`src/rtl/ckpu_pkg.sv`:
```
`timescale 1ns / 1ps
// ----------------------------------------------------------------------------
// ckpu_pkg: shared types and constants for the chroma key unmix core
// Pixel classes, the queued item layout and the register indexes.
// ----------------------------------------------------------------------------
package ckpu_pkg;

  localparam int unsigned CHAN_W  = 8;
  localparam int unsigned LIMIT_W = 9;
  localparam int unsigned CFG_W   = 9;
  localparam int unsigned IDX_W   = 3;
  localparam int unsigned D2_W    = 18;

  // register indexes of the configuration port
  localparam logic [IDX_W-1:0] REG_KEY_RED     = 3'd0;
  localparam logic [IDX_W-1:0] REG_KEY_GREEN   = 3'd1;
  localparam logic [IDX_W-1:0] REG_KEY_BLUE    = 3'd2;
  localparam logic [IDX_W-1:0] REG_CLEAR_LIMIT = 3'd3;
  localparam logic [IDX_W-1:0] REG_SOLID_LIMIT = 3'd4;

  // pixel class decided in the front end
  typedef enum logic [1:0] {
    CLS_KEYED,
    CLS_OPAQUE,
    CLS_RAMP
  } ckpu_cls_t;

  typedef struct packed {
    ckpu_cls_t         cls;
    logic [CHAN_W-1:0] red;
    logic [CHAN_W-1:0] green;
    logic [CHAN_W-1:0] blue;
    logic [D2_W-1:0]   d2;
  } ckpu_item_t;

  // handshake between queue and a neighbor
  typedef struct packed {
    logic valid;
    logic full;
  } ckpu_qstat_t;

endpackage

```
`src/rtl/ckpu_queue.sv`:
```
`timescale 1ns / 1ps
// ----------------------------------------------------------------------------
// ckpu_queue: short item queue
// Decouples the classifying front end from the arithmetic back end.
// ----------------------------------------------------------------------------
module ckpu_queue #(
  parameter int unsigned DEPTH = 4
) (
  input  logic                  clk,
  input  logic                  rst,
  input  logic                  push,
  input  ckpu_pkg::ckpu_item_t  push_item,
  input  logic                  pop,
  output ckpu_pkg::ckpu_qstat_t qstat,
  output ckpu_pkg::ckpu_item_t  head_item
);
  import ckpu_pkg::*;

  localparam int unsigned PTR_W = (DEPTH > 1) ? $clog2(DEPTH) : 1;
  localparam int unsigned CNT_W = $clog2(DEPTH + 1);

  ckpu_item_t       mem [DEPTH];
  logic [PTR_W-1:0] wr_ptr, rd_ptr;
  logic [CNT_W-1:0] cnt;
  logic             do_pop;

  assign qstat.valid = (cnt != '0);
  assign qstat.full  = (cnt == CNT_W'(DEPTH));
  assign do_pop      = pop && qstat.valid;
  assign head_item   = mem[rd_ptr];

  // store pushed items
  always_ff @(posedge clk) begin
    if (push) begin
      mem[wr_ptr] <= push_item;
    end
  end

  // advance pointers and count
  always_ff @(posedge clk) begin
    if (rst) begin
      wr_ptr <= '0;
      rd_ptr <= '0;
      cnt    <= '0;
    end else begin
      if (push) begin
        wr_ptr <= (wr_ptr == PTR_W'(DEPTH - 1)) ? '0 : wr_ptr + 1'b1;
      end
      if (do_pop) begin
        rd_ptr <= (rd_ptr == PTR_W'(DEPTH - 1)) ? '0 : rd_ptr + 1'b1;
      end
      if (push && !do_pop) begin
        cnt <= cnt + 1'b1;
      end else if (!push && do_pop) begin
        cnt <= cnt - 1'b1;
      end
    end
  end

endmodule

```
`config.mk`:
```
export PLATFORM = sky130hd
export DESIGN_NAME = ckpu_queue
export DESIGN_NICKNAME = d
export VERILOG_FILES = /design/src/rtl/ckpu_pkg.sv /design/src/rtl/ckpu_queue.sv
export SDC_FILE = /design/constraint.sdc
export NUM_CORES = 1
export LEC_CHECK = 0
export BUFFER_PORTS_ARGS = -buffer_cell sky130_fd_sc_hd__buf_2
export CAP_MARGIN = 20
export CELL_PAD_IN_SITES_DETAIL_PLACEMENT = 0
export CELL_PAD_IN_SITES_GLOBAL_PLACEMENT = 1
export CORE_ASPECT_RATIO = 1.25
export CORE_MARGIN = 8
export CORE_UTILIZATION = 27
export CTS_BUF_LIST = sky130_fd_sc_hd__clkbuf_8 sky130_fd_sc_hd__clkbuf_16
export CTS_CLUSTER_DIAMETER = 40
export CTS_CLUSTER_SIZE = 28
export DETAILED_ROUTE_END_ITERATION = 8
export GPL_ROUTABILITY_DRIVEN = 0
export HOLD_SLACK_MARGIN = 0.03
export PLACE_DENSITY = 0.55
export SLEW_MARGIN = 20
export SYNTH_ARGS = -nofsm -noshare
export SYNTH_HDL_FRONTEND = slang
export SYNTH_SLANG_ARGS = --single-unit
export TNS_END_PERCENT = 30
```
`constraint.sdc`:
```
create_clock -name clk -period 5.3 [get_ports clk]
set_input_delay 0.265 -clock clk [delete_from_list [all_inputs] [get_ports clk]]
set_output_delay 0.265 -clock clk [all_outputs]
set_load 0.02 [all_outputs]
```
; ---- Yosys cells after proc, flatten, opt, wreduce, memory -nomap -nowiden
; Memories as Yosys holds them, arrays and structs flattened. A register that Yosys moved wholly into a read port is not among the register bits.
; Index checks and enable logic that the tools add are counted.
; Widths: inputs -> output; s select.
[classes]
eq_ne = 3
n_addsub = 4
n_mux = 8
n_reduce_logical = 7
[ops]
columns = cell, n
row1 = $mux 2, 4
row2 = $mux 3, 2
row3 = $add 2x1->2 const B, 2
row4 = $eq 2x2->1 const B, 2
row5 = $add 3x1->3 const B, 1
row6 = $eq 3x3->1 const B, 1
row7 = $logic_and 1x1->1, 3
row8 = $reduce_bool 3->1, 1
row9 = $sub 3x1->3 const B, 1
row10 = $logic_not 1->1, 2
row11 = $mux 1, 2
row12 = $reduce_bool 2->1, 1
[totals]
register_bits = 7
input_bits = 48
wordCells = 26
mem_count = 1
mem_bits_rw = 176
output_inout_bits = 46
[mem_list]
columns = memory, depth, word_bits, rd, rd_clocked_by_memory_dff, write_ports, line_no
row1 = mem, 4, 44, 1, 1, 1, ckpu_queue.sv:22  ; ckpu_item_t mem [DEPTH];

; ---- Logic depth before layout (Yosys ltp)
; Gate-level depths: netlist of run 1.
[logic_depth]
ltp_word = 5
ltp_mapped = 7
ltp_nobuf = 7

; ---- Worst setup path before layout of run 1
; Ideal clock, no wire load.
[synth_timing]
path_type = register to register
from = reg wr_ptr[0]
to = mem mem[3][0] in the netlist's numbering, enable pin
path_stages_with_launch = 3
n_path_buf = 0
arrival_time_ps = 1608
period_less_slack_ps = 2014
slack_ps = 3286
setup_time_ps = 406
path_cell_list = dfxtp_1 ha_1 and2_1
[synth_lines]
columns = element, line_no
row1 = start: declaration, ckpu_queue.sv:23  ; logic [PTR_W-1:0] wr_ptr, rd_ptr;
row2 = start signal: assignment, ckpu_queue.sv:47  ; wr_ptr <= (wr_ptr == PTR_W'(DEPTH - 1)) ? '0 : wr_ptr + 1'b1;
row3 = end: declaration, ckpu_queue.sv:22
; Straight into the memory's write port.

==> results.md, run 1 <==
- Total negative setup slack: 0 ps
- Average size of a mapped cell: 25.1 um2
- Tcrit/Tclk final: 47.2%
- Critical-path cell list: mux4_1 > buf_2
- Root Buffer: clkbuf_16
- Crit-path max cell delay: 950 ps
- Worst-Skew Late Latency: 420 ps
- Seq pwr share: 45.4%
- Flops & latches, synth: 185
- Post-synth top area cell: edfxtp_1
- Status: finished, final reports clean
- Finish-stage setup viols: 0
- Die area: 30800 um2
- Cts bufs inserted: 17
- HPWL Detailed: 7810 um
- Synthesized area: 6870 um2
- Ant. Diodes: 0
- Clock power share: 37.4%
- Clk buf depth: 2
- Nature of the critical path endpoint: output port
- Fillers: 2362
- DRT iter0 DRCs: 152
- Share of layout cells above drive strength 1: 43.2%
- Cells after synthesis: 274
- Buffers on Ports: 93
- Internal Power: 2940 uW
- Worst-path maximum fanout: 44
- DRC: 0
- Leak: 0.00286 uW
- Synth unique cells: 21
- R2R cell count: 7
- H-tree depth: 4
- Hold Crit Start: push_item[21]
- Synthesis-to-layout area growth: 24.0%
- Die width: 159 um
- Min Tclk post-route: 2500 ps
- TritonCTS clock tree: built
- Worst Skew: 8.20 ps
- Data arrival, critical path: 2230 ps
- Max-slew violations: 0
- Clock Pin Slew Worst Setup and Hold Paths: 70 ps
- Vias in the first global route: 3516
- Dpl ws: 3150 ps
- VDD IR max: 0.253 mV
- Max_slew headroom: 38.9%
- Detailed Routing Iterations Pass 1: 4
- Synth warn: 0
- Starting Density: 27.3%
- Critical Path Start Type: flip-flop
- Total grt overflow: 0
- Most common cell in the netlist: edfxtp_1
- RSZ-0062 raised after global routing: false
- WL/cell: 17.9 um
- Sequential area share after synthesis: 79.6%
- Nets: 450
- CTS sink cnt: 185
- Reg2reg end: cnt[2]
- Vias/cell: 4.25
- Area contributors post-synth: edfxtp_1, mux4_2, dfxtp_1
- Count of max-cap constraint violations: 0
- Pwr Density: 462 nW/um2
- Synth Flop Type: edfxtp_1
- I/O pin count: 94
- Setup CP Type: flip-flop to output port
- Share of the synthesized area in the top cell type: 77.0%
- Largest net degree at the start of global routing: 45
- Commonest cells in the netlist: edfxtp_1, mux4_2, dfxtp_1
- Detailed-route via count: 3151
- Non-filler instance count after layout: 742
- Worst R2R Start: cnt[0]
- Final hold vios: 0
- Total wire length: 13300 um
- Post-synth EDFFs: 176
- Comb pwr share: 17.2%
- Slew @ Worst Pin: 917 ps
- Psw: 993 uW
- Peak Freq: 400 MHz
- Synth async-reset ratio: 0%
- Sw frac: 25.2%
- WP data required: 5040 ps
- Hold Crit Class: input pin to flip-flop
- First-pass GRT wire length: 20400 um
- Core box area: 25100 um2
- Row count: 65
- Tot GR Track Use: 9.11%
- Die Y: 194 um
- Initial antenna violation count: 1
- Dpl cells: 697
- Critical Path Sink: head_item[36]
- Final WS setup: 2800 ps
- Post-Syn Nets: 329
- Slowest library cell on the worst path: dfxtp_4
- Antenna viol nets, final: 0
- R2R Setup Slk: 3210 ps
- Layout Utilization: 33.9%
-- critical path: cells and delay by family (launching register included) --
kind	cells	cell delay (ps)
flops	1	950
mux	1	660
buf+inv	1	180
-- metal layers --
| metal | global-route usage, % | part of all wire [%] |
|---|---|---|
| met5 | 0 | 0.098 |
| met4 | 3.68 | 1.7 |
| met3 | 3.70 | 6.6 |
| met2 | 15.1 | 51 |
| met1 | 10.1 | 41 |
-- layout by cell type, fill, tap and decap left out, drive strengths merged --
| cell | instances |
|---|---|
| nand2 | 1 |
| inv | 6 |
| o21ai | 1 |
| or3 | 3 |
| clkinvlp | 2 |
| bufinv | 7 |
| clkbuf | 17 |
| xor2 | 2 |
| dlygate4sd3 | 14 |
| nor2 | 6 |
| buf | 98 |
| fa | 1 |
| dfxtp | 9 |
| nor3b | 1 |
| clkinv | 2 |
| ha | 6 |
| mux4 | 44 |
| edfxtp | 176 |
| mux2i | 4 |
| a21oi | 2 |
| and2 | 4 |
| o31ai | 1 |
-- worst min path at each step --
| stage | cells past startpoint | to |
|---|---|---|
| 2_1_floorplan | 1 | cnt[2] |
| 3_3_place_gp | 2 | flip-flop |
| 3_5_place_dp | 1 | mem[0][18] |
| 4_1_cts | 1 | mem[2][35] |
| 5_1_grt | 1 | mem[2][39] |
| 6_report | 1 | mem[2][21] |
-- cells by family after synthesis --
| family | after synthesis | synth area share [%] |
|---|---|---|
| XOR/XNOR | 2 | 0.255 |
| multiplexers | 48 | 15.2 |
| AO/OA/AOI/OAI | 4 | 0.528 |
| adder cells (fa/ha/maj) | 7 | 1.39 |
| flip-flops | 185 | 79.6 |
| AND/OR/NAND/NOR | 15 | 1.13 |
| buffers and inverters | 13 | 1.86 |
-- state kept, by name, summed over array words and instances (netlist names), named ones only --
signal and count:
cnt 3, mem 176, rd_ptr 2, wr_ptr 2
-- power groups by stage --
stage	Sequential, uW	Clock (uW)	Combinational [uW]
6_report	1790	1470	675
5_1_grt	1810	1560	727
4_1_cts	1800	1510	697
3_5_place_dp	1830	0	687
3_3_place_gp	1830	0	681
2_1_floorplan	1740	0	580
-- metrics by stage --
stage / total power, uW / area (um2) / hold slack (ps)
finish: 3930 / 8510 / 58.9
global placement: 2510 / 7680 / 473
detailed placement: 2520 / 7680 / 483
CTS: 4010 / 8510 / 30.2
floorplan: 2320 / 6870 / 334
global route: 4090 / 8510 / 37.3
-- repair_timing --
action                    CTS  global route
buffers inserted            0             0
hold buffers               14             0
hold endpoints to repair   51             0
resized for setup           0             0
-- layout make-up --
cell class | instances | area [um2] | share of cell area (%)
Sequential cell | 185 | 5470 | 64.2
Multi-Input combinational cell | 76 | 1280 | 15.0
Timing Repair Buffer | 112 | 643 | 7.55
Clock buffer | 17 | 425 | 5.00
Tap cell | 335 | 419 | 4.92
Clock inverter | 14 | 268 | 3.14
Inverter | 3 | 11.3 | 0.132
Power figures use the tool's default switching activity.
==> inputs of run 2 (changes only) <==
==> constraint.sdc (replaced) <==
create_clock -name clk -period 2.6 [get_ports clk]
set_input_delay 0.13 -clock clk [delete_from_list [all_inputs] [get_ports clk]]
set_output_delay 0.13 -clock clk [all_outputs]
set_load 0.02 [all_outputs]
==> run 2 against run 1 <==
Compared with the run above: setup slack lost 2400 ps; first-iteration DRC count is 28% lower; worst hold slack improved by 11 ps; critical path type unchanged.
==> results.md, run 2 (synthesis results as in run 1) <==
- Min Hold Slack: 69.4 ps (+10.5 ps)
- Min Tclk post-route: 2220 ps
- Worst Skew: 9.38 ps (+1.18 ps)
- Highest-count cells in the layout ignoring fill and taps: edfxtp_1, buf_2, dlygate4sd3_1
- Largest net degree at the start of global routing: 31 (-31%)
- Starting Density: 27.3% (unchanged)
- TritonCTS clock tree: built
- Data arrival, critical path: 2090 ps (-140 ps)
- DRT iter0 DRCs: 109 (-28%)
- WL/cell: 17.6 um (-1.6%)
- Die area: 30800 um2 (unchanged)
- Clock Pin Slew Worst Setup and Hold Paths: 70 ps (about the same)
- Ant. Diodes: 0 (unchanged)
- Max FFs per register: 176 (unchanged)
- R2R Setup Slk: 500 ps (-2710 ps)
- Total negative setup slack: 0 ps (unchanged)
- Cts bufs inserted: 17 (unchanged)
- Detailed-route via count: 3190 (+1.2%)
- Critical Path Start Type: flip-flop
- Leak: 0.00295 uW (+3.0%)
- Final Total Pwr: 7470 uW (+90%)
- Slowest library cell on the worst path: dfxtp_4
- Tcrit/Tclk final: 85.2%
- Die width: 159 um (unchanged)
- Buffers on Ports: 93 (unchanged)
- Dpl ws: 489 ps (-2660 ps)
- Share of layout cells above drive strength 1: 39.7% (-3.6 points)
- Commonest non-fill, non-tap cell in the layout: edfxtp_1
- Tot GR Track Use: 9.43% (+0.31 points)
- Final hold vios: 0 (unchanged)
- Initial antenna violation count: 1 (unchanged)
- Clk buf depth: 2 (unchanged)
- Max_slew headroom: 65.3% (+26 points)
- VDD IR max: 0.436 mV (+72%)
- Nets: 483 (+7.3%)
- Setup CP Type: flip-flop to output port
- Max-slew violations: 0 (unchanged)
- Status: finished, final reports clean
- H-tree depth: 4 (unchanged)
- Nature of the critical path endpoint: output port
- Row count: 65 (unchanged)
- Critical-path cell list: buf_4 > mux4_2 > buf_2
- Finish-stage setup viols: 0 (unchanged)
- Die Y: 194 um (unchanged)
- Crit-path max cell delay: 600 ps (-350 ps)
- I/O pin count: 94 (unchanged)
- Slew @ Worst Pin: 520 ps (-397 ps)
- Antenna viol nets, final: 0 (unchanged)
- Synthesis-to-layout area growth: 27.6%
- Post-Place Cell Area: 7770 um2 (+1.2%)
- Peak Freq: 451 MHz
- Worst-path maximum fanout: 17 (-61%)
- Vias in the first global route: 3665 (+4.2%)
- HPWL Detailed: 8670 um (+11%)
- Worst-Skew Late Latency: 420 ps (about the same)
- CTS sink cnt: 185 (unchanged)
- Hold Crit Class: input pin to flip-flop
- Biggest register: mem
- First-pass GRT wire length: 21200 um (+4.0%)
- DRC: 0 (unchanged)
- Root Buffer: clkbuf_16
- WP data required: 2470 ps (-2570 ps)
- Vias/cell: 4.11 (-3.2%)
- Total grt overflow: 0 (unchanged)
- Detailed Routing Iterations Pass 1: 4 (unchanged)
- Total wire length: 13700 um (+2.9%)
- RSZ-0062 raised after global routing: false
- Final WS setup: 385 ps (-2420 ps)
- Final instance area: 8760 um2 (+2.9%)
- Largest regs: mem x176, cnt x3
- Pwr Density: 854 nW/um2 (+85%)
- Count of max-cap constraint violations: 0 (unchanged)
- Core box area: 25100 um2 (unchanged)
[run 2: cell count changes in the layout (fill, tap and decap cells not counted), moves of 4 or more]
cell	previous run	this run
bufinv_16	7	1
dlygate4sd3_1	14	45
buf_12	0	6
clkinv_1	0	4
clkinv_2	1	5
buf_4	5	1
[run 2: per-layer routing]
metal	vias to the layer above	wire, um	GRT usage [%]
met3	15	650	2.65
met5	-	11	0
met1	1647	5820	10.8
met2	62	6940	15.8
met4	2	263	4.52
li1	1464	-	-
[run 2: timing repair]
| item | 4_1_cts | 5_1_grt |
|---|---|---|
| buffers inserted | 0 | 0 |
| hold endpoints to repair | 185 | 0 |
| gates resized for setup | 0 | 0 |
| hold buffers | 45 | 0 |
[run 2: cell type report]
| cell class | instances | area, um2 |
|---|---|---|
| Multi-Input combinational cell | 76 | 1280 |
| Sequential cell | 185 | 5470 |
| Inverter | 3 | 11.3 |
| Clock inverter | 15 | 110 |
| Clock buffer | 17 | 425 |
| Timing Repair Buffer | 145 | 1040 |
| Tap cell | 335 | 419 |
| Fill cell | 2350 | 16400 |
[run 2: path summary, 6_finish.rpt]
kind         startpoint            end  depth (start not counted)
max           flip-flop  head_item[28]                          3
min                 pop      flip-flop                          4
max reg2reg      cnt[1]         cnt[2]                          7
min reg2reg   rd_ptr[0]      flip-flop                          2
[run 2: critical path, delay by kind of cell (launching register included)]
kind / cells / cell delay [ps]
mux: 1 / 550
flops: 1 / 600
buf+inv: 2 / 510
[run 2: stage by stage]
step | util [%] | std cells
detailed placement | 30.9 | 699
global placement | 30.9 | 699
CTS | 34.8 | 776
floorplan | - | 274
finish | 34.8 | 776
global route | 34.8 | 776
[run 2: power breakdown]
group	switching, uW	total [uW]	internal, uW
Sequential	143	3580	3430
Combinational	815	1540	726
Clock	1060	2360	1300
Total	2020	7470	5460
