## src/rtl/ckpu_pkg.sv

```systemverilog
`timescale 1ns / 1ps
// ----------------------------------------------------------------------------
// ckpu_pkg: shared types and constants for the chroma key unmix core
// Pixel classes, the queued item layout and the register indexes.
// ----------------------------------------------------------------------------
package ckpu_pkg;

  localparam int unsigned CHAN_W  = 8;
  localparam int unsigned LIMIT_W = 9;
  localparam int unsigned CFG_W   = 9;
  localparam int unsigned IDX_W   = 3;
  localparam int unsigned D2_W    = 18;

  // register indexes of the configuration port
  localparam logic [IDX_W-1:0] REG_KEY_RED     = 3'd0;
  localparam logic [IDX_W-1:0] REG_KEY_GREEN   = 3'd1;
  localparam logic [IDX_W-1:0] REG_KEY_BLUE    = 3'd2;
  localparam logic [IDX_W-1:0] REG_CLEAR_LIMIT = 3'd3;
  localparam logic [IDX_W-1:0] REG_SOLID_LIMIT = 3'd4;

  // pixel class decided in the front end
  typedef enum logic [1:0] {
    CLS_KEYED,
    CLS_OPAQUE,
    CLS_RAMP
  } ckpu_cls_t;

  typedef struct packed {
    ckpu_cls_t         cls;
    logic [CHAN_W-1:0] red;
    logic [CHAN_W-1:0] green;
    logic [CHAN_W-1:0] blue;
    logic [D2_W-1:0]   d2;
  } ckpu_item_t;

  // handshake between queue and a neighbor
  typedef struct packed {
    logic valid;
    logic full;
  } ckpu_qstat_t;

endpackage

```

## src/rtl/ckpu_front.sv

```systemverilog
`timescale 1ns / 1ps
// ----------------------------------------------------------------------------
// ckpu_front: pixel intake and classification
// Computes the squared key distance, registers it and sorts each pixel into
// keyed, opaque or ramp before pushing it into the queue.
// ----------------------------------------------------------------------------
module ckpu_front (
  input  logic                         clk,
  input  logic                         rst,
  input  logic                         in_valid,
  output logic                         in_stall,
  input  logic [ckpu_pkg::CHAN_W-1:0]  red,
  input  logic [ckpu_pkg::CHAN_W-1:0]  green,
  input  logic [ckpu_pkg::CHAN_W-1:0]  blue,
  input  logic [ckpu_pkg::CHAN_W-1:0]  key_red,
  input  logic [ckpu_pkg::CHAN_W-1:0]  key_green,
  input  logic [ckpu_pkg::CHAN_W-1:0]  key_blue,
  input  logic [ckpu_pkg::LIMIT_W-1:0] clear_limit,
  input  logic [ckpu_pkg::LIMIT_W-1:0] solid_limit,
  input  ckpu_pkg::ckpu_qstat_t        qstat,
  output logic                         push,
  output ckpu_pkg::ckpu_item_t         push_item
);
  import ckpu_pkg::*;

  logic              f_vld;
  logic [CHAN_W-1:0] f_red, f_green, f_blue;
  logic [D2_W-1:0]   f_d2;
  logic [D2_W-1:0]   clear_sq, solid_sq;
  logic [D2_W-1:0]   d2_in;
  logic [CHAN_W-1:0] dr, dg, db;
  logic              front_en;

  function automatic logic [CHAN_W-1:0] absdiff(input logic [CHAN_W-1:0] a,
                                                 input logic [CHAN_W-1:0] b);
    return (a > b) ? (a - b) : (b - a);
  endfunction

  // squared distance to the key color, full 16-bit squares
  always_comb begin
    dr = absdiff(red, key_red);
    dg = absdiff(green, key_green);
    db = absdiff(blue, key_blue);
    d2_in = {2'b00, {8'b0, dr} * {8'b0, dr}} + {2'b00, {8'b0, dg} * {8'b0, dg}}
            + {2'b00, {8'b0, db} * {8'b0, db}};
  end

  assign front_en = !f_vld || !qstat.full;
  assign in_stall = !front_en;
  assign push     = f_vld && !qstat.full;

  // hold squared limits in registers
  always_ff @(posedge clk) begin
    clear_sq <= D2_W'(clear_limit * clear_limit);
    solid_sq <= D2_W'(solid_limit * solid_limit);
  end

  // advance intake register
  always_ff @(posedge clk) begin
    if (rst) begin
      f_vld <= 1'b0;
    end else if (front_en) begin
      f_vld <= in_valid;
    end
  end

  always_ff @(posedge clk) begin
    if (front_en && in_valid) begin
      f_red   <= red;
      f_green <= green;
      f_blue  <= blue;
      f_d2    <= d2_in;
    end
  end

  // classify against the limits
  always_comb begin
    push_item.red   = f_red;
    push_item.green = f_green;
    push_item.blue  = f_blue;
    push_item.d2    = f_d2;
    priority if (f_d2 <= clear_sq) begin
      push_item.cls = CLS_KEYED;
    end else if (f_d2 >= solid_sq) begin
      push_item.cls = CLS_OPAQUE;
    end else begin
      push_item.cls = CLS_RAMP;
    end
  end

endmodule

```

## config.mk

```make
export PLATFORM = sky130hd
export DESIGN_NAME = ckpu_front
export DESIGN_NICKNAME = d
export VERILOG_FILES = /design/src/rtl/ckpu_pkg.sv /design/src/rtl/ckpu_front.sv
export SDC_FILE = /design/constraint.sdc
export NUM_CORES = 1
export LEC_CHECK = 0
export BUFFER_PORTS_ARGS = -buffer_cell sky130_fd_sc_hd__buf_4
export CAP_MARGIN = 30
export CORE_ASPECT_RATIO = 1.75
export CORE_MARGIN = 8
export CORE_UTILIZATION = 60
export CTS_BUF_LIST = sky130_fd_sc_hd__clkbuf_8
export CTS_CLUSTER_SIZE = 14
export DETAILED_ROUTE_END_ITERATION = 10
export PLACE_DENSITY = 0.8
export SKIP_CTS_REPAIR_TIMING = 1
export SLEW_MARGIN = 20
export SYNTH_ARGS = -nofsm -noshare
export SYNTH_HDL_FRONTEND = slang
export SYNTH_SLANG_ARGS = --single-unit
```

## constraint.sdc

```tcl
create_clock -name clk -period 10.3 [get_ports clk]
set_input_delay 0.515 -clock clk [delete_from_list [all_inputs] [get_ports clk]]
set_output_delay 0.515 -clock clk [all_outputs]
set_load 0.01 [all_outputs]
```

; ---- Word-level counts from Yosys, hierarchy flattened
; Cells that the tools add are included.
[op_classes]
n_mul = 5
muxes = 5
addsub = 8
reduce_logical = 6
order_cmp = 5
[ops]
columns = cell, n
row1 = 8-bit by 8-bit multiplier with 16-bit output, 3
row2 = 8-bit subtractor, 6
row3 = 9-bit by 9-bit multiplier with 18-bit output, 2
row4 = 8-bit greater-than comparator, 3
row5 = 8-bit 2-to-1 mux, 3
row6 = 17-bit by 16-bit adder with 18-bit output, 1
row7 = 18-bit greater-or-equal comparator, 1
row8 = 18-bit <= comparator, 1
row9 = 16-bit by 16-bit adder with 17-bit output, 1
row10 = 2-bit 2-to-1 mux, 2
row11 = 1-bit zero test, 3
row12 = 1-bit logical AND, 2
row13 = 1-bit logical OR, 1
[word_totals]
inputBits = 71
out_inout_bits = 46
regBits = 79
elab_cells = 36

; ---- Longest topological paths before layout
; Gate-level depths: netlist of run 1.
[depth]
depth_word = 5
ltp_mapped = 34
mapped_depth_nobuf = 34

; ---- Worst setup path before layout of run 1
; OpenSTA, ideal clock, no wires.
[synth_path]
path_kind = input-to-reg
from = input green[0] in the netlist's numbering
to = register f_d2[14] (data pin)
setup_time_ps = 261
cell_stages = 25
arrival_ps = 7946
path_slack_ps = 2093
path_buffers = 0
required_ps = 10039
cell_sequence = inv_1 -> ha_1 -> inv_1 -> fa_1 -> a21o_1 -> a41o_1 -> o21a_1 -> o21ai_1 -> mux2i_1 -> xor2_1 -> or2_2 -> fa_1 -> inv_1 -> fa_1 -> fa_1 -> fa_1 -> fa_1 -> fa_1 -> fa_1 -> ha_1 -> a21o_1 -> or3_1 -> o21a_1 -> a41o_1 -> a311o_1
[synth_between]
elab_chain_cells = 5
word_cells_on_any_way = 7
cone_classes = add/sub (4) / mul (1) / order compare (1) / mux (1)
[synth_lines]
columns = element, line_no
row1 = from (decl), ckpu_front.sv:13  ; input logic [ckpu_pkg::CHAN_W-1:0] green,
row2 = 8-bit subtractor or 8-bit greater-than comparator (tied branches), ckpu_front.sv:36  ; return (a > b) ? (a - b) : (b - a);
row3 = 8-bit 2-to-1 mux *, ckpu_front.sv:36
row4 = 8-bit by 8-bit multiplier with 16-bit output *, ckpu_front.sv:44  ; d2_in = {2'b00, {8'b0, dr} * {8'b0, dr}} + {2'b00, {8'b0, dg} * {8'b0, dg}}
row5 = 16-bit by 16-bit adder with 17-bit output *, ckpu_front.sv:44
row6 = 17-bit by 16-bit adder with 18-bit output *, ckpu_front.sv:45  ; + {2'b00, {8'b0, db} * {8'b0, db}};
row7 = net d2_in[14], ckpu_front.sv:30  ; logic [D2_W-1:0] d2_in;
row8 = to (signal assigned), ckpu_front.sv:72  ; f_d2 <= d2_in;
row9 = to (decl), ckpu_front.sv:28  ; logic [D2_W-1:0] f_d2;
; Mark *: on every way through the listed nets, which the timed path passes. The rest lies on a longest branch.
; A chain may end at the register's enable or synchronous reset.

; ---- Worst setup path after layout of run 1
[layout_path]
from = input red[0] in the netlist's numbering
to = register f_d2[15] (data pin)
[layout_between]
elab_chain_cells = 5
word_cells_on_any_way = 7
cone_classes = add/sub (4) / mul (1) / order compare (1) / mux (1)
[layout_lines]
columns = element, line_no
row1 = from (decl), ckpu_front.sv:12  ; input logic [ckpu_pkg::CHAN_W-1:0] red,
row2 = 8-bit subtractor or 8-bit greater-than comparator (tied branches), ckpu_front.sv:36
row3 = 8-bit 2-to-1 mux *, ckpu_front.sv:36
row4 = 8-bit by 8-bit multiplier with 16-bit output *, ckpu_front.sv:44
row5 = 16-bit by 16-bit adder with 17-bit output *, ckpu_front.sv:44
row6 = 17-bit by 16-bit adder with 18-bit output *, ckpu_front.sv:45
row7 = net d2_in[15], ckpu_front.sv:30
; Marks and branches as above.

==> metrics.txt, run 1 <==
FILL cells 1921; dpl cell area 0.0158 sq mm; HP Class in2reg; Die H 222 um; number of remaining DRC errors 0; layout cells sized above 1 0.0995; CP top delay family adder cells; Layout Utilization 0.669; fmax 0.115 GHz; status completed; gr busiest metal met2; CP startpoint kind input pin; most frequent CP cell fa_1; critical path's slowest cell xor2_1; Yosys top cell area share 0.285; total CTS buffers 9; Max Buffers Root-to-Sink 2; highest cell delay on the worst timing path 0.68 ns; GR Util met3 0.0286; Arr. time, crit path 8.85 ns; critical-path maximum fanout 10; IO Pins 117; Starting Density 0.609; min cycle time layout 8.71 ns; nets 2213; Yosys cell types 72; Area contributors post-synth fa_1, ha_1, inv_1; Post-Synthesis Cell Area 0.0146 sq mm; clock sinks 77; Routed Antenna Nets 0; Mapped Cells 1599; sequential fraction of the synthesis area 0.135; Die Width 134 um; Worst setup EP type flip-flop; crit path kind in2reg; via count 11.1k; final count of negative-setup-slack endpoints 0; main flop type after synthesis edfxtp_1; ys async rst share 0; WL/cell 15.5 um; number of global-route vias before repair 12.1k; CTS root buf clkbuf_8; multi-input gate area in the final layout 0.0110 sq mm; final setup TNS 0 ns; met1 usage 0.201; Final Hold Fails 0; final WL 31500 um; Clock Latency Late Sink 0.39 ns; Iter 0 DRT Violations 493; WHS 0.259 ns; Relative slew margins 0.445; Max-cap violations 0; Bufs and invs on worst path 8; initial antenna violation count 1; routability cong. 0.914; H-tree lvl count 3; first-pass GRT wire length 53400 um; Critical Path RT 10.44 ns; Worst Tran Pin Value 0.829 ns; net count after synthesis 2098; GR Overflow Total 0; port bufs 115; core footprint 0.0239 sq mm; largest net degree at the start of global routing 43; Clock Skew 0.0177 ns; area leader, netlist fa_1; # rows 75; GRT Util Overall 0.221; register area 0.00196 sq mm; Syn-to-layout area delta 9.90%; DP Wirelength 27200 um; unrepaired setup endpoints after global routing no; Die ar. 0.0297 sq mm; met2 Resource Use GR 0.446; Vias/cell 5.49; Synth warnings 0; CTS tree done; Slew Viols, Final 0; Post-Syn Area per Cell 9.11 sq um; iteration count of the initial detailed-routing pass 7; Finished Cell Area 0.0160 sq mm; Yosys reg bits 77; EDFF count, synth 42; clock-pin transition on the worst setup and hold timing paths 0.09 ns; fin crit share 0.845
-- flip-flops by register name, indices dropped and copies added, names as in the netlist --
register,flops
f_vld,1
f_blue,8
solid_sq,17
f_red,8
clear_sq,17
f_d2,18
f_green,8
-- worst reg2reg max path: cells and delay by family (launching register included) --
family / cells / cell delay, ns
simple gates: 2 / 0.29
buf+inv: 1 / 0.48
flops: 1 / 0.32
-- layer usage --
metal	share of wire	wire length, um	vias up
met5	0	0	-
met4	0.050	1580	0
met3	0.029	905	96
met2	0.59	18600	263
met1	0.33	10400	5500
li1	-	-	5280
-- path summary, 6_finish.rpt --
path,start,end,slack [ns],cells after the start
worst min register to register,f_vld,f_vld,0.67,3
worst max register to register,f_vld,f_d2[9],8.82,3
worst max-delay path,red[0],f_d2[15],1.59,31
worst min-delay path,rst,f_vld,0.26,2
-- cells in the mapped netlist, types with 6 or more instances --
library cell,number
nand2b_1,26
clkbuf_1,12
o21a_1,10
buf_2,7
or2_2,12
nor4_1,6
o211ai_1,6
mux2i_1,12
nand2_1,58
and3_1,10
and2_1,59
nand4_1,15
fa_1,207
xor2_1,23
edfxtp_1,42
a31oi_1,9
a21oi_1,65
a21o_1,33
o21ai_0,31
inv_1,405
dfxtp_1,35
xnor2_1,32
ha_1,221
nor2b_1,28
nand3_1,11
a211oi_1,9
nor3_1,15
nor2_1,110
-- cell usage in the layout, fill, tap and decap left out, types with 10 or more instances in the layout --
master    instances
xnor2_1          32
nand2b_1         26
buf_4           126
dfxtp_1          35
edfxtp_1         42
nor3_1           15
o21ai_0          31
ha_1            221
nor2_1          110
nand2_1          58
and2_1           59
o21a_1           10
a21o_1           33
or2_2            12
inv_1           406
a21oi_1          65
and3_1           10
clkbuf_8         10
nand4_1          15
nor2b_1          27
fa_1            207
nand3_1          11
mux2i_1          12
xor2_1           23
-- kinds of logic (layout without fill, tap and decap cells) --
family / Yosys count / count (layout) / share of synthesized area
buffers and inverters: 428 / 548 / 0.112
muxes: 17 / 17 / 0.0124
xor gates and xnor gates: 57 / 57 / 0.0353
and+or+nand+nor: 374 / 374 / 0.131
AOI/OAI and AO/OA: 218 / 218 / 0.0998
DFF: 77 / 77 / 0.135
other: 0 / 1 / 0
adders and majority gates: 428 / 428 / 0.474
-- stage by stage --
step,cells,worst slack [ns]
floorplan,1599,2.09
global placement,2011,1.32
detailed placement,2011,1.22
CTS,2027,1.67
global route,2028,1.22
finish,2028,1.59
-- final cells by class --
class | count | share of cell area
multi-input combinational | 1094 | 0.686
sequential | 77 | 0.123
inverter | 406 | 0.0952
timing repair buffer | 126 | 0.0591
tap | 308 | 0.0241
clock buffer | 10 | 0.00860
clock inverter | 6 | 0.00430
antenna | 1 | 0.000156
Power of run 1 is left out: the tool's default activity adds up to more than one toggle a clock period on the data nets, which glitch-free logic cannot reach.
==> run 2, diff against run 1 <==
--- a/config.mk
+++ b/config.mk
@@ -9,11 +9,11 @@
 export CAP_MARGIN = 30
 export CORE_ASPECT_RATIO = 1.75
 export CORE_MARGIN = 8
-export CORE_UTILIZATION = 60
+export CORE_UTILIZATION = 58
 export CTS_BUF_LIST = sky130_fd_sc_hd__clkbuf_8
 export CTS_CLUSTER_SIZE = 14
 export DETAILED_ROUTE_END_ITERATION = 10
-export PLACE_DENSITY = 0.8
+export PLACE_DENSITY = 0.81
 export SKIP_CTS_REPAIR_TIMING = 1
 export SLEW_MARGIN = 20
 export SYNTH_ARGS = -nofsm -noshare
==> constraint.sdc (replaced) <==
create_clock -name clk -period 8 [get_ports clk]
set_input_delay 0.4 -clock clk [delete_from_list [all_inputs] [get_ports clk]]
set_output_delay 0.4 -clock clk [all_outputs]
set_load 0.01 [all_outputs]
==> run 2 against run 1 <==
Die area is 3.1% higher. Sequential cell count stayed put. Register-to-register slack worse by 2.3 ns. Sequential share of layout area is 0.62 points lower. First-iteration DRC count is 14% lower. Core utilization is 0.68 points higher. Global-route usage is 1.2 points higher. Routed wire length is 5.9% higher. Hold slack worse by 0.099 ns. Setup slack worse by 1.3 ns. Clock skew is 0.0011 ns lower. Critical endpoint is now f_d2[14]. Largest cell class unchanged. Highest routed layer unchanged.
==> metrics.txt, run 2 (synthesis results as in run 1) <==
commonest non-fill, non-tap cell in the layout inv_1; Die Width 136 um; status completed; Clock Skew 0.0166 ns; largest net degree at the start of global routing 43; Starting Density 0.584; setup slack, reg-to-reg 6.52 ns; GRT Util Overall 0.233; number of global-route vias before repair 13.1k; highest cell delay on the worst timing path 0.57 ns; clock-pin transition on the worst setup and hold timing paths 0.08 ns; Worst setup EP type flip-flop; Relative slew margins 0.538; iteration count of the initial detailed-routing pass 5; Placed Cells 2121; core footprint 0.0250 sq mm; Bufs and invs on worst path 5; worst hold path depth 2; R2R Path Start f_vld; port bufs 115; most frequent CP cell fa_1; IO Pins 117; # rows 77; Clock Latency Late Sink 0.40 ns; Final Hold Fails 0; DP Wirelength 29200 um; final WL 33400 um; Vias/cell 5.39; HP Class in2reg; critical path's slowest cell fa_1; endpoint of the lowest-slack register-to-register path f_d2[14]; Slew Viols, Final 0; max reg flops 18; Max Buffers Root-to-Sink 2; Worst Reg-to-Reg Cells 3; fmax 0.130 GHz; initial antenna violation count 0; final count of negative-setup-slack endpoints 0; number of remaining DRC errors 0; Die ar. 0.0306 sq mm; crit path kind in2reg; Critical Path Source blue[0]; clock sinks 77; CP startpoint kind input pin; GR Overflow Total 0; largest registers f_d2 (18), clear_sq (17), solid_sq (17); Die H 226 um; layout cells sized above 1 0.160; unrepaired setup endpoints after global routing no; Critical Path RT 8.14 ns; CTS root buf clkbuf_8; non-filler cells, final 2139; H-tree lvl count 3; WL/cell 15.6 um; commonest cells after routing, fill and taps aside inv_1, buf_4, ha_1, fa_1, nor2_1; worst hold endpoint f_vld; min cycle time layout 7.70 ns; Routed Antenna Nets 0; Worst Tran Pin Value 0.686 ns; Syn-to-layout area delta 15.8%; Iter 0 DRT Violations 425; fin crit share 0.962; CP top delay family adder cells; Most flops, register f_d2; Max-cap violations 0; first-pass GRT wire length 57000 um; HP Start rst; nets 2316; total CTS buffers 9; via count 11.5k; CTS tree done; Arr. time, crit path 7.84 ns; critical-path maximum fanout 10; routability cong. 0.996
==> run 2: worst max-delay path by stage <==
stage | endpoint | slack (ns) | depth (start not counted)
after floorplan | f_d2[15] | 0.01 | 30
after global placement | f_d2[14] | -0.20 | 26
after detailed placement | f_d2[14] | -0.33 | 28
after CTS | f_d2[14] | 0.04 | 28
after global routing | f_d2[14] | 0.02 | 33
final | f_d2[14] | 0.30 | 27
==> run 2: through the flow <==
stage / setup slack (ns) / hold slack [ns] / area [sq um] / util / setup TNS (ns)
2_1_floorplan: 0.0103 / 0.428 / 14600 / - / 0
3_3_place_gp: -0.201 / 0.557 / 16600 / 0.665 / -0.583
3_5_place_dp: -0.326 / 0.566 / 16600 / 0.665 / -1.34
4_1_cts: 0.0365 / 0.131 / 16800 / 0.672 / 0
5_1_grt: 0.0194 / 0.154 / 16900 / 0.676 / 0
6_report: 0.304 / 0.160 / 16900 / 0.676 / 0
==> run 2: layout make-up <==
type | instances | area (sq um)
fillers | 1970 | 8090
clock buffers | 9 | 124
clock inverters | 7 | 43.8
inverters | 406 | 1520
diodes | 1 | 2.50
repair buffers | 229 | 1720
flip-flops and latches | 77 | 1960
multi-input cells | 1094 | 11100
well taps | 316 | 395
==> run 2: routing by layer <==
metal,GRT usage,vias up,share of wire
met3,0.0305,125,0.030
li1,-,5496,-
met5,0,-,0
met2,0.464,243,0.58
met1,0.209,5660,0.33
met4,0.147,0,0.058
Power of run 2 is left out for the same reason.
